## src/sv/ctf_pkg.sv

```systemverilog
// shared constants, types and the arctangent table of the complementary tilt filter
package ctf_pkg;

  localparam int CTF_STEPS     = 16;
  localparam int CTF_F         = 16;
  localparam int CTF_ITER_W    = $clog2(CTF_STEPS);
  localparam int CTF_ATAN_W    = 30;
  localparam int CTF_TAB_FRAC  = 24;
  localparam int CTF_CW        = 35;
  localparam int CTF_ANG_W     = CTF_F + 10;
  localparam int CTF_PROD_W    = 41;
  localparam int CTF_SCL_W     = CTF_PROD_W + CTF_F + 1;
  localparam int CTF_SUM_W     = CTF_PROD_W + ((CTF_F > 16) ? (CTF_F - 16) : 0) + 2;
  localparam int CTF_MA_W      = CTF_SUM_W;
  localparam int CTF_MB_W      = 13;
  localparam int CTF_MP_W      = CTF_MA_W + CTF_MB_W;
  localparam int CTF_ACC_W     = CTF_MA_W + 26;
  localparam int CTF_GAIN_W    = 24;
  localparam int CTF_LIMIT     = 180 * (2 ** CTF_F);

  localparam logic [CTF_GAIN_W-1:0] CTF_LG_RESET = 24'd8388557;
  localparam logic [CTF_GAIN_W-1:0] CTF_HG_RESET = 24'd52;
  localparam logic [CTF_GAIN_W-1:0] CTF_BG_RESET = 24'd2432696;

  localparam logic [1:0] CTF_REG_LOWPASS  = 2'd0;
  localparam logic [1:0] CTF_REG_HIGHPASS = 2'd1;
  localparam logic [1:0] CTF_REG_BLEND    = 2'd2;

  typedef enum logic [3:0] {
    CTF_S_IDLE,
    CTF_S_CORDIC,
    CTF_S_LP0,
    CTF_S_LP1,
    CTF_S_LP2,
    CTF_S_LP3,
    CTF_S_LPF,
    CTF_S_SUM,
    CTF_S_H0,
    CTF_S_H1,
    CTF_S_HPF,
    CTF_S_B1,
    CTF_S_B2,
    CTF_S_B3,
    CTF_S_OUT
  } ctf_state_t;

  typedef enum logic [2:0] {
    CTF_OPA_ANG,
    CTF_OPA_LP,
    CTF_OPA_HP,
    CTF_OPA_RATE,
    CTF_OPA_SUM
  } ctf_opa_t;

  typedef enum logic [2:0] {
    CTF_OPB_LG,
    CTF_OPB_WL,
    CTF_OPB_HG,
    CTF_OPB_BG,
    CTF_OPB_WB,
    CTF_OPB_TICKS
  } ctf_opb_t;

  typedef struct packed {
    ctf_opa_t opa;
    ctf_opb_t opb;
    logic     hi;
    logic     acc_en;
    logic     load;
    logic     lp_load;
    logic     sum_load;
    logic     hp_load;
    logic     out_load;
  } ctf_mac_ctrl_t;

  // atan(2^-i) in degrees, Q6.24
  function automatic logic [CTF_ATAN_W-1:0] ctf_atan(input logic [4:0] idx);
    logic [CTF_ATAN_W-1:0] v;
    unique case (idx)
      5'd0:    v = 30'd754974720;
      5'd1:    v = 30'd445687602;
      5'd2:    v = 30'd235489088;
      5'd3:    v = 30'd119537938;
      5'd4:    v = 30'd60000934;
      5'd5:    v = 30'd30029717;
      5'd6:    v = 30'd15018523;
      5'd7:    v = 30'd7509720;
      5'd8:    v = 30'd3754917;
      5'd9:    v = 30'd1877466;
      5'd10:   v = 30'd938734;
      5'd11:   v = 30'd469367;
      5'd12:   v = 30'd234684;
      5'd13:   v = 30'd117342;
      5'd14:   v = 30'd58671;
      5'd15:   v = 30'd29335;
      5'd16:   v = 30'd14668;
      5'd17:   v = 30'd7334;
      5'd18:   v = 30'd3667;
      5'd19:   v = 30'd1833;
      5'd20:   v = 30'd917;
      5'd21:   v = 30'd458;
      5'd22:   v = 30'd229;
      5'd23:   v = 30'd115;
      default: v = '0;
    endcase
    return v;
  endfunction

endpackage

```

## src/sv/ctf_cordic.sv

```systemverilog
// iterative vectoring cordic giving atan2 of the accelerometer pair in degrees
module ctf_cordic (
  input  logic                                clk,
  input  logic                                rst_n,
  input  logic                                start,
  input  logic signed [15:0]                  vec_x,
  input  logic signed [15:0]                  vec_y,
  output logic                                done,
  output logic signed [ctf_pkg::CTF_ANG_W-1:0] angle
);

  localparam int CW     = ctf_pkg::CTF_CW;
  localparam int RND_SH = ctf_pkg::CTF_TAB_FRAC - ctf_pkg::CTF_F;
  localparam logic signed [CW-1:0] ANG180   = CW'(180) <<< ctf_pkg::CTF_TAB_FRAC;
  localparam logic signed [CW-1:0] RND_HALF = CW'(2 ** (RND_SH - 1));

  logic                                busy_r, busy_nxt;
  logic                                done_r, done_nxt;
  logic [ctf_pkg::CTF_ITER_W-1:0]      iter_r, iter_nxt;
  logic signed [CW-1:0]                cx_r, cx_nxt;
  logic signed [CW-1:0]                cy_r, cy_nxt;
  logic signed [CW-1:0]                ang_r, ang_nxt;
  logic                                zero_r, zero_nxt;
  logic signed [CW-1:0]                dx, dy, step_ang, cx0, cy0, rnd;

  assign dx       = cy_r >>> iter_r;
  assign dy       = cx_r >>> iter_r;
  assign step_ang = $signed(CW'(ctf_pkg::ctf_atan(5'(iter_r))));
  assign cx0      = CW'(vec_x) <<< 16;
  assign cy0      = CW'(vec_y) <<< 16;

  always_comb begin
    busy_nxt = busy_r;
    done_nxt = 1'b0;
    iter_nxt = iter_r;
    cx_nxt   = cx_r;
    cy_nxt   = cy_r;
    ang_nxt  = ang_r;
    zero_nxt = zero_r;
    if (start) begin
      busy_nxt = 1'b1;
      iter_nxt = '0;
      zero_nxt = (vec_x == 16'sd0) && (vec_y == 16'sd0);
      // left half plane: turn by a half revolution first
      if (vec_x[15]) begin
        cx_nxt  = -cx0;
        cy_nxt  = -cy0;
        ang_nxt = vec_y[15] ? -ANG180 : ANG180;
      end else begin
        cx_nxt  = cx0;
        cy_nxt  = cy0;
        ang_nxt = '0;
      end
    end else if (busy_r) begin
      if (!cy_r[CW-1]) begin
        cx_nxt  = cx_r + dx;
        cy_nxt  = cy_r - dy;
        ang_nxt = ang_r + step_ang;
      end else begin
        cx_nxt  = cx_r - dx;
        cy_nxt  = cy_r + dy;
        ang_nxt = ang_r - step_ang;
      end
      if (iter_r == ctf_pkg::CTF_ITER_W'(ctf_pkg::CTF_STEPS - 1)) begin
        busy_nxt = 1'b0;
        done_nxt = 1'b1;
      end else begin
        iter_nxt = iter_r + 1'b1;
      end
    end
  end

  always_ff @(posedge clk) begin
    if (!rst_n) begin
      busy_r <= 1'b0;
      done_r <= 1'b0;
      iter_r <= '0;
    end else begin
      busy_r <= busy_nxt;
      done_r <= done_nxt;
      iter_r <= iter_nxt;
    end
  end

  always_ff @(posedge clk) begin
    cx_r   <= cx_nxt;
    cy_r   <= cy_nxt;
    ang_r  <= ang_nxt;
    zero_r <= zero_nxt;
  end

  assign rnd   = (ang_r + RND_HALF) >>> RND_SH;
  assign done  = done_r;
  assign angle = zero_r ? '0 : ctf_pkg::CTF_ANG_W'(rnd);

endmodule

```

## src/sv/complementary_tilt_filter.sv

```systemverilog
// top level of the complementary tilt filter: sequencer, shared multiplier and state
// Each request passes through the cordic and then the sequencer before the next request can
// be accepted, provided the previous result has been taken: the cordic turns one add and
// shift datapath through 16 iterations, then come 13 sequencer steps, in which a single 43 by 13 bit
// multiply-accumulate unit forms the low-pass update, the gyro increment, the high-pass
// update and the output blend, each gain product split in a 13-bit high and 12-bit low part.
// in_ready is high only while the sequencer is idle. The result sits in an output
// register, so the next request is taken while a result still waits on out_ready.
// Gain registers are written through cfg_index and cfg_data and always accept;
// an index beyond the blend gain is ignored.
module complementary_tilt_filter (
  input  logic                clk,
  input  logic                rst_n,
  input  logic                in_valid,
  output logic                in_ready,
  input  logic signed [15:0]  in_accel_x,
  input  logic signed [15:0]  in_accel_z,
  input  logic signed [31:0]  in_gyro_rate,
  input  logic [7:0]          in_elapsed_ticks,
  output logic                out_valid,
  input  logic                out_ready,
  output logic signed [31:0]  out_pitch_angle,
  input  logic                cfg_valid,
  output logic                cfg_ready,
  input  logic [1:0]          cfg_index,
  input  logic [23:0]         cfg_data
);

  localparam int ANG_W = ctf_pkg::CTF_ANG_W;
  localparam int ACC_W = ctf_pkg::CTF_ACC_W;
  localparam int MA_W  = ctf_pkg::CTF_MA_W;
  localparam int MB_W  = ctf_pkg::CTF_MB_W;
  localparam int MP_W  = ctf_pkg::CTF_MP_W;
  localparam int SUM_W = ctf_pkg::CTF_SUM_W;
  localparam int SCL_W = ctf_pkg::CTF_SCL_W;
  localparam int PRD_W = ctf_pkg::CTF_PROD_W;
  localparam logic signed [ACC_W-1:0] LIMIT    = ACC_W'(ctf_pkg::CTF_LIMIT);
  localparam logic signed [ACC_W-1:0] ACC_HALF = ACC_W'(2 ** 22);
  localparam logic signed [SCL_W-1:0] SCL_HALF = SCL_W'(2 ** 15);
  localparam logic signed [24:0]      GAIN_ONE = 25'(2 ** 23);

  ctf_pkg::ctf_state_t    state_r, state_nxt;
  ctf_pkg::ctf_mac_ctrl_t ctrl;

  logic [23:0]              lg_r, hg_r, bg_r;
  logic signed [24:0]       wl_r, wb_r;
  logic signed [31:0]       rate_r;
  logic [7:0]               ticks_r;
  logic signed [ACC_W-1:0]  acc_r;
  logic signed [SUM_W-1:0]  sum_r;
  logic signed [ANG_W-1:0]  lp_r, hp_r;
  logic                     out_valid_r, out_valid_nxt;
  logic signed [31:0]       out_r;

  logic                     accept;
  logic                     cordic_done;
  logic signed [ANG_W-1:0]  acc_angle;
  logic signed [MA_W-1:0]   mul_a;
  logic signed [24:0]       gain_sel;
  logic signed [MB_W-1:0]   mul_b;
  logic signed [MP_W-1:0]   mul_p;
  logic signed [ACC_W-1:0]  term, acc_rnd;
  logic signed [PRD_W-1:0]  inc_prod;
  logic signed [SCL_W-1:0]  inc_wide;

  function automatic logic signed [ANG_W-1:0] sat_angle(input logic signed [ACC_W-1:0] v);
    logic signed [ANG_W-1:0] r;
    if (v > LIMIT) begin
      r = ANG_W'(LIMIT);
    end else if (v < -LIMIT) begin
      r = ANG_W'(-LIMIT);
    end else begin
      r = ANG_W'(v);
    end
    return r;
  endfunction

  assign accept    = in_valid && in_ready;
  assign in_ready  = (state_r == ctf_pkg::CTF_S_IDLE);
  assign cfg_ready = 1'b1;

  ctf_cordic u_cordic (
    .clk   (clk),
    .rst_n (rst_n),
    .start (accept),
    .vec_x (in_accel_z),
    .vec_y (in_accel_x),
    .done  (cordic_done),
    .angle (acc_angle)
  );

  // gain registers, the complements of the low-pass and blend gains kept beside them
  always_ff @(posedge clk) begin
    if (!rst_n) begin
      lg_r <= ctf_pkg::CTF_LG_RESET;
      hg_r <= ctf_pkg::CTF_HG_RESET;
      bg_r <= ctf_pkg::CTF_BG_RESET;
      wl_r <= GAIN_ONE - $signed({1'b0, ctf_pkg::CTF_LG_RESET});
      wb_r <= GAIN_ONE - $signed({1'b0, ctf_pkg::CTF_BG_RESET});
    end else if (cfg_valid && cfg_ready) begin
      unique case (cfg_index)
        ctf_pkg::CTF_REG_LOWPASS: begin
          lg_r <= cfg_data;
          wl_r <= GAIN_ONE - $signed({1'b0, cfg_data});
        end
        ctf_pkg::CTF_REG_HIGHPASS: begin
          hg_r <= cfg_data;
        end
        ctf_pkg::CTF_REG_BLEND: begin
          bg_r <= cfg_data;
          wb_r <= GAIN_ONE - $signed({1'b0, cfg_data});
        end
        default: begin
        end
      endcase
    end
  end

  // next state
  always_comb begin
    state_nxt = state_r;
    unique case (state_r)
      ctf_pkg::CTF_S_IDLE:   if (accept) state_nxt = ctf_pkg::CTF_S_CORDIC;
      ctf_pkg::CTF_S_CORDIC: if (cordic_done) state_nxt = ctf_pkg::CTF_S_LP0;
      ctf_pkg::CTF_S_LP0:    state_nxt = ctf_pkg::CTF_S_LP1;
      ctf_pkg::CTF_S_LP1:    state_nxt = ctf_pkg::CTF_S_LP2;
      ctf_pkg::CTF_S_LP2:    state_nxt = ctf_pkg::CTF_S_LP3;
      ctf_pkg::CTF_S_LP3:    state_nxt = ctf_pkg::CTF_S_LPF;
      ctf_pkg::CTF_S_LPF:    state_nxt = ctf_pkg::CTF_S_SUM;
      ctf_pkg::CTF_S_SUM:    state_nxt = ctf_pkg::CTF_S_H0;
      ctf_pkg::CTF_S_H0:     state_nxt = ctf_pkg::CTF_S_H1;
      ctf_pkg::CTF_S_H1:     state_nxt = ctf_pkg::CTF_S_HPF;
      ctf_pkg::CTF_S_HPF:    state_nxt = ctf_pkg::CTF_S_B1;
      ctf_pkg::CTF_S_B1:     state_nxt = ctf_pkg::CTF_S_B2;
      ctf_pkg::CTF_S_B2:     state_nxt = ctf_pkg::CTF_S_B3;
      ctf_pkg::CTF_S_B3:     state_nxt = ctf_pkg::CTF_S_OUT;
      ctf_pkg::CTF_S_OUT:    if (ctrl.out_load) state_nxt = ctf_pkg::CTF_S_IDLE;
      default:               state_nxt = ctf_pkg::CTF_S_IDLE;
    endcase
  end

  // sequencer outputs
  always_comb begin
    ctrl     = '0;
    ctrl.opa = ctf_pkg::CTF_OPA_ANG;
    ctrl.opb = ctf_pkg::CTF_OPB_LG;
    unique case (state_r)
      ctf_pkg::CTF_S_LP0: begin
        ctrl.opa = ctf_pkg::CTF_OPA_ANG; ctrl.opb = ctf_pkg::CTF_OPB_LG;
        ctrl.hi = 1'b1; ctrl.acc_en = 1'b1; ctrl.load = 1'b1;
      end
      ctf_pkg::CTF_S_LP1: begin
        ctrl.opa = ctf_pkg::CTF_OPA_ANG; ctrl.opb = ctf_pkg::CTF_OPB_LG;
        ctrl.acc_en = 1'b1;
      end
      ctf_pkg::CTF_S_LP2: begin
        ctrl.opa = ctf_pkg::CTF_OPA_LP; ctrl.opb = ctf_pkg::CTF_OPB_WL;
        ctrl.hi = 1'b1; ctrl.acc_en = 1'b1;
      end
      ctf_pkg::CTF_S_LP3: begin
        ctrl.opa = ctf_pkg::CTF_OPA_LP; ctrl.opb = ctf_pkg::CTF_OPB_WL;
        ctrl.acc_en = 1'b1;
      end
      ctf_pkg::CTF_S_LPF: begin
        ctrl.lp_load = 1'b1;
        ctrl.opa = ctf_pkg::CTF_OPA_RATE; ctrl.opb = ctf_pkg::CTF_OPB_TICKS;
        ctrl.acc_en = 1'b1; ctrl.load = 1'b1;
      end
      ctf_pkg::CTF_S_SUM: begin
        ctrl.sum_load = 1'b1;
      end
      ctf_pkg::CTF_S_H0: begin
        ctrl.opa = ctf_pkg::CTF_OPA_SUM; ctrl.opb = ctf_pkg::CTF_OPB_HG;
        ctrl.hi = 1'b1; ctrl.acc_en = 1'b1; ctrl.load = 1'b1;
      end
      ctf_pkg::CTF_S_H1: begin
        ctrl.opa = ctf_pkg::CTF_OPA_SUM; ctrl.opb = ctf_pkg::CTF_OPB_HG;
        ctrl.acc_en = 1'b1;
      end
      ctf_pkg::CTF_S_HPF: begin
        ctrl.hp_load = 1'b1;
        ctrl.opa = ctf_pkg::CTF_OPA_LP; ctrl.opb = ctf_pkg::CTF_OPB_BG;
        ctrl.hi = 1'b1; ctrl.acc_en = 1'b1; ctrl.load = 1'b1;
      end
      ctf_pkg::CTF_S_B1: begin
        ctrl.opa = ctf_pkg::CTF_OPA_LP; ctrl.opb = ctf_pkg::CTF_OPB_BG;
        ctrl.acc_en = 1'b1;
      end
      ctf_pkg::CTF_S_B2: begin
        ctrl.opa = ctf_pkg::CTF_OPA_HP; ctrl.opb = ctf_pkg::CTF_OPB_WB;
        ctrl.hi = 1'b1; ctrl.acc_en = 1'b1;
      end
      ctf_pkg::CTF_S_B3: begin
        ctrl.opa = ctf_pkg::CTF_OPA_HP; ctrl.opb = ctf_pkg::CTF_OPB_WB;
        ctrl.acc_en = 1'b1;
      end
      ctf_pkg::CTF_S_OUT: begin
        ctrl.out_load = !out_valid_r || out_ready;
      end
      default: begin
      end
    endcase
  end

  // shared multiplier operands
  always_comb begin
    case (ctrl.opa)
      ctf_pkg::CTF_OPA_ANG:  mul_a = MA_W'(acc_angle);
      ctf_pkg::CTF_OPA_LP:   mul_a = MA_W'(lp_r);
      ctf_pkg::CTF_OPA_HP:   mul_a = MA_W'(hp_r);
      ctf_pkg::CTF_OPA_RATE: mul_a = MA_W'(rate_r);
      ctf_pkg::CTF_OPA_SUM:  mul_a = MA_W'(sum_r);
      default:               mul_a = '0;
    endcase
    case (ctrl.opb)
      ctf_pkg::CTF_OPB_LG:    gain_sel = $signed({1'b0, lg_r});
      ctf_pkg::CTF_OPB_WL:    gain_sel = wl_r;
      ctf_pkg::CTF_OPB_HG:    gain_sel = $signed({1'b0, hg_r});
      ctf_pkg::CTF_OPB_BG:    gain_sel = $signed({1'b0, bg_r});
      ctf_pkg::CTF_OPB_WB:    gain_sel = wb_r;
      ctf_pkg::CTF_OPB_TICKS: gain_sel = $signed(25'(ticks_r));
      default:                gain_sel = '0;
    endcase
    mul_b = ctrl.hi ? gain_sel[24:12] : $signed({1'b0, gain_sel[11:0]});
  end

  assign mul_p    = MP_W'(mul_a) * MP_W'(mul_b);
  assign term     = ctrl.hi ? (ACC_W'(mul_p) <<< 12) : ACC_W'(mul_p);
  assign acc_rnd  = (acc_r + ACC_HALF) >>> 23;
  assign inc_prod = acc_r[PRD_W-1:0];
  assign inc_wide = ((SCL_W'(inc_prod) <<< ctf_pkg::CTF_F) + SCL_W'(SCL_HALF)) >>> 16;

  always_comb begin
    out_valid_nxt = out_valid_r;
    if (ctrl.out_load) begin
      out_valid_nxt = 1'b1;
    end else if (out_ready) begin
      out_valid_nxt = 1'b0;
    end
  end

  always_ff @(posedge clk) begin
    if (!rst_n) begin
      state_r     <= ctf_pkg::CTF_S_IDLE;
      out_valid_r <= 1'b0;
      lp_r        <= '0;
      hp_r        <= '0;
    end else begin
      state_r     <= state_nxt;
      out_valid_r <= out_valid_nxt;
      if (ctrl.lp_load) lp_r <= sat_angle(acc_rnd);
      if (ctrl.hp_load) hp_r <= sat_angle(acc_rnd);
    end
  end

  always_ff @(posedge clk) begin
    if (accept) begin
      rate_r  <= in_gyro_rate;
      ticks_r <= in_elapsed_ticks;
    end
    if (ctrl.acc_en) begin
      acc_r <= ctrl.load ? term : acc_r + term;
    end
    if (ctrl.sum_load) begin
      sum_r <= SUM_W'(inc_wide) + SUM_W'(hp_r);
    end
    if (ctrl.out_load) begin
      out_r <= 32'(acc_rnd);
    end
  end

  assign out_valid       = out_valid_r;
  assign out_pitch_angle = out_r;

  a_cordic_done_waited: assert property (@(posedge clk) disable iff (!rst_n)
    cordic_done |-> (state_r == ctf_pkg::CTF_S_CORDIC))
    else $error("cordic finished outside its wait state");

  a_accept_starts: assert property (@(posedge clk) disable iff (!rst_n)
    accept |=> (state_r == ctf_pkg::CTF_S_CORDIC))
    else $error("accepted request did not start the cordic");

  a_lp_bound: assert property (@(posedge clk) disable iff (!rst_n)
    (ACC_W'(lp_r) <= LIMIT) && (ACC_W'(lp_r) >= -LIMIT))
    else $error("low-pass state beyond angle limit");

  a_hp_bound: assert property (@(posedge clk) disable iff (!rst_n)
    (ACC_W'(hp_r) <= LIMIT) && (ACC_W'(hp_r) >= -LIMIT))
    else $error("high-pass state beyond angle limit");

  a_out_load_free: assert property (@(posedge clk) disable iff (!rst_n)
    ctrl.out_load |-> (!out_valid_r || out_ready))
    else $error("result overwritten before it was taken");

endmodule

```

## config.mk

```make
export PLATFORM = sky130hd
export DESIGN_NAME = complementary_tilt_filter
export DESIGN_NICKNAME = d
export VERILOG_FILES = /design/src/sv/ctf_pkg.sv /design/src/sv/ctf_cordic.sv /design/src/sv/complementary_tilt_filter.sv
export SDC_FILE = /design/constraint.sdc
export NUM_CORES = 2
export LEC_CHECK = 0
export BUFFER_PORTS_ARGS = -buffer_cell sky130_fd_sc_hd__clkbuf_2
export CORE_AREA = 4 4 491 250
export CTS_BUF_LIST = sky130_fd_sc_hd__clkbuf_4 sky130_fd_sc_hd__clkbuf_8 sky130_fd_sc_hd__clkbuf_16
export CTS_CLUSTER_SIZE = 14
export DETAILED_ROUTE_END_ITERATION = 10
export DIE_AREA = 0 0 495 254
export PLACE_DENSITY_LB_ADDON = 0.15
export SLEW_MARGIN = 20
export SYNTH_ARGS = -nofsm -noshare
export SYNTH_HDL_FRONTEND = slang
export SYNTH_SLANG_ARGS = --single-unit
```

## constraint.sdc

```tcl
create_clock -name clk -period 25.3 [get_ports clk]
set_clock_uncertainty 0.05 [all_clocks]
set_input_delay 2.53 -clock clk [delete_from_list [all_inputs] [get_ports clk]]
set_output_delay 2.53 -clock clk [all_outputs]
set_load 0.05 [all_outputs]
```

==> results.md <==
* Outcome: complete, no violations
* Drt pass-1 iters at 8
* Synth warn at 0
* Crit. End Element: flop
* Finished Layout Cells at 8352
* WS Path Type: reg2reg
* Count of unique library cells instantiated by Yosys at 107
* Global route overflow at 0
* Cells after Synth at 6801
* Std cell rows at 89
* Core ar. at 118000 um^2
* Share of the synthesized area in the top cell type at 16.9%
* Most used cell, CP: fa_1
* Yosys reg bits at 502
* Starting Density at 50.0%
* CTS resizes at 0
* Clock slew at reported path FFs at 70 ps
* First-pass GRT wire length at 301000 um
* Area leader, netlist: fa_1
* Critical-path top delay cell: dfxtp_1
* Post-DP Area at 60900 um^2
* Routed WL at 194000 um
* Worst EP arrival at 14170 ps
* IO Port Bufs at 136
* Share of cells above drive strength 1 at 8.62%
* Die Wd at 495 um
* Final Max Tran Viols at 0
* Syn nets at 7760
* Pin count of the biggest net entering global routing at 83
* CP Data Required Time at 25640 ps
* CTS tree: built
* Final instance area at 62800 um^2
* Post-route clock period utilization at 54.7%
* FFs w/ async S/R, synth at 0%
* Routed Antenna Nets at 0
* Hold_buf cts at 0
* # IOs at 138
* Setup_tns at 0 ps
* Top_reg_cell synth: edfxtp_1
* Area grow syn2layout at 6.49%
* Synth Cell Area at 59000 um^2
* Total CTS buffers at 54
* Avg Inst Size Synth at 8.67 um^2
* Die ar. at 126000 um^2
* TritonCTS Sinks at 502
* Max Buffers Root-to-Sink at 3
* Synth area leaders: fa_1 (17%), edfxtp_1 (15%), ha_1 (7.6%)
* Die Span Y at 254 um
* DRC at 0
* Min-delay worst type: reg2reg
* Wirelength per Cell at 23.2 um
* Final-report hold violation count at 0
* Startpoint types: flop
* Post-CTS setup buffers at 0
* RSZ-0062 raised after global routing: false
* Hold_ws at 405 ps
* Worst slew pin tran at 1090 ps
* Antenna violations before repair at 2
* Placed cell count at 8244
* Vias after detailed routing at 51.9k
* Worst slew margin at 27.0%
* Post-synth top cells: nand2_1 (944), a21oi_1 (518), nor2_1 (502), fa_1 (497), inv_1 (453)
* GP Congestion at 0.974
* Post-synth EDFFs at 289
* H-tree level count at 2
* Initial DRC Count at 4863
* Fin crit period at 13830 ps
* Seq/Total Area, Yosys at 21.9%
* Via/cell ratio at 6.21
* Clk_lat worst skew at 670 ps
* Maxcap violations at 0
* Most frequent cell after synthesis: nand2_1
* Max Clock Freq at 0.0723 GHz
* Nets@finish at 7667
* Max FO, Critical Path at 29
* HPWL after DPL at 149000 um
* Total GRT Usage at 30.4%
* Max incr delay on CP at 890 ps
* Vias in the first global route at 51.4k
* Final setup vio count at 0
* Fillcell total at 11.0k
* Root Buffer: clkbuf_16
## path summary, 6_finish.rpt
kind               from   endpoint  depth (start not counted)  slack [ps]
min reg2reg    hg_r[23]   hg_r[23]                          2         410
min            hg_r[23]   hg_r[23]                          2         410
max reg2reg  state_r[3]  acc_r[68]                         35       11470
max          state_r[3]  acc_r[68]                         35       11470
## state kept, by name (all words and copies together), names as in the netlist, 24 cells and up
signal and cells:
acc_r 69, bg_r 24, hg_r 24, hp_r 26, lg_r 24, lp_r 26, out_pitch_angle 32, rate_r 32
sum_r 43, u_cordic.ang_r 34, u_cordic.cx_r 35, u_cordic.cy_r 35, u_cordic.step_ang 30, wb_r 24, wl_r 24
## cell families after synthesis
family / share of synthesized area (%)
and+or+nand+nor: 18.4
AOI/OAI and AO/OA: 17.5
adders and majority gates: 24.5
buffers and inverters: 5.63
DFF: 21.9
xor gates and xnor gates: 6.28
muxes: 5.75
other: 0.00636
## cell usage in the layout (no fill, tap or decap), types with 20 or more instances in the layout
| master | n |
|---|---|
| clkbuf_2 | 136 |
| and3_1 | 62 |
| nand2b_1 | 66 |
| mux4_2 | 61 |
| o21bai_1 | 47 |
| inv_1 | 452 |
| a21oi_1 | 515 |
| buf_4 | 91 |
| a21o_1 | 145 |
| dfxtp_1 | 208 |
| o21a_1 | 49 |
| o21ai_0 | 294 |
| nor3_1 | 111 |
| nor2_1 | 488 |
| mux2i_1 | 105 |
| clkbuf_16 | 57 |
| a221oi_1 | 41 |
| and2_1 | 119 |
| nor4_1 | 28 |
| nand3_1 | 177 |
| a32o_1 | 32 |
| a31oi_1 | 67 |
| mux2_2 | 81 |
| xnor2_1 | 265 |
| nand4_1 | 70 |
| nor2b_1 | 83 |
| and4_1 | 20 |
| nand2_1 | 943 |
| a22o_1 | 23 |
| o31ai_1 | 32 |
| or2_2 | 26 |
| o22ai_1 | 28 |
| fa_1 | 497 |
| xor2_1 | 158 |
| ha_1 | 359 |
| a211oi_1 | 44 |
| edfxtp_1 | 289 |
| or3_1 | 42 |
| o211ai_1 | 42 |
## metal layers
metal  share of wire (%)  track usage [%]  vias up
met5                   0                0        -
met4                 3.7             10.2        0
met3                 7.3             4.95      379
met2                  46             50.0     2100
met1                  43             40.9    25700
li1                    -                -    23700
## worst max-delay path, delay by kind of cell, from the launching register on
family	cells	cell delay [ps]
xor+xnor	2	670
compound gates	13	4750
simple gates	9	2050
fa+ha+maj	8	3730
flops	1	890
buf+inv	3	1350
## layout make-up
| type | instances | area, um^2 | share of cell area (%) |
|---|---|---|---|
| Antenna cell | 6 | 15.0 | 0.0239 |
| Clock buffer | 72 | 1560 | 2.49 |
| Clock inverter | 30 | 285 | 0.454 |
| Inverter | 459 | 1730 | 2.75 |
| Multi-Input combinational cell | 5464 | 42900 | 68.3 |
| Sequential cell | 502 | 13000 | 20.6 |
| Tap cell | 1592 | 1990 | 3.17 |
| Timing Repair Buffer | 227 | 1360 | 2.17 |
## through the flow
stage | setup WS (ps) | util [%]
3_3_place_gp | 11550 | 51.7
6_report | 11470 | 53.3
4_1_cts | 11580 | 53.3
5_1_grt | 10610 | 53.3
2_1_floorplan | 14320 | -
3_5_place_dp | 11630 | 51.7
Power is left out: the tool's default activity adds up to more than one toggle a clock period on the data nets, which glitch-free logic cannot reach.
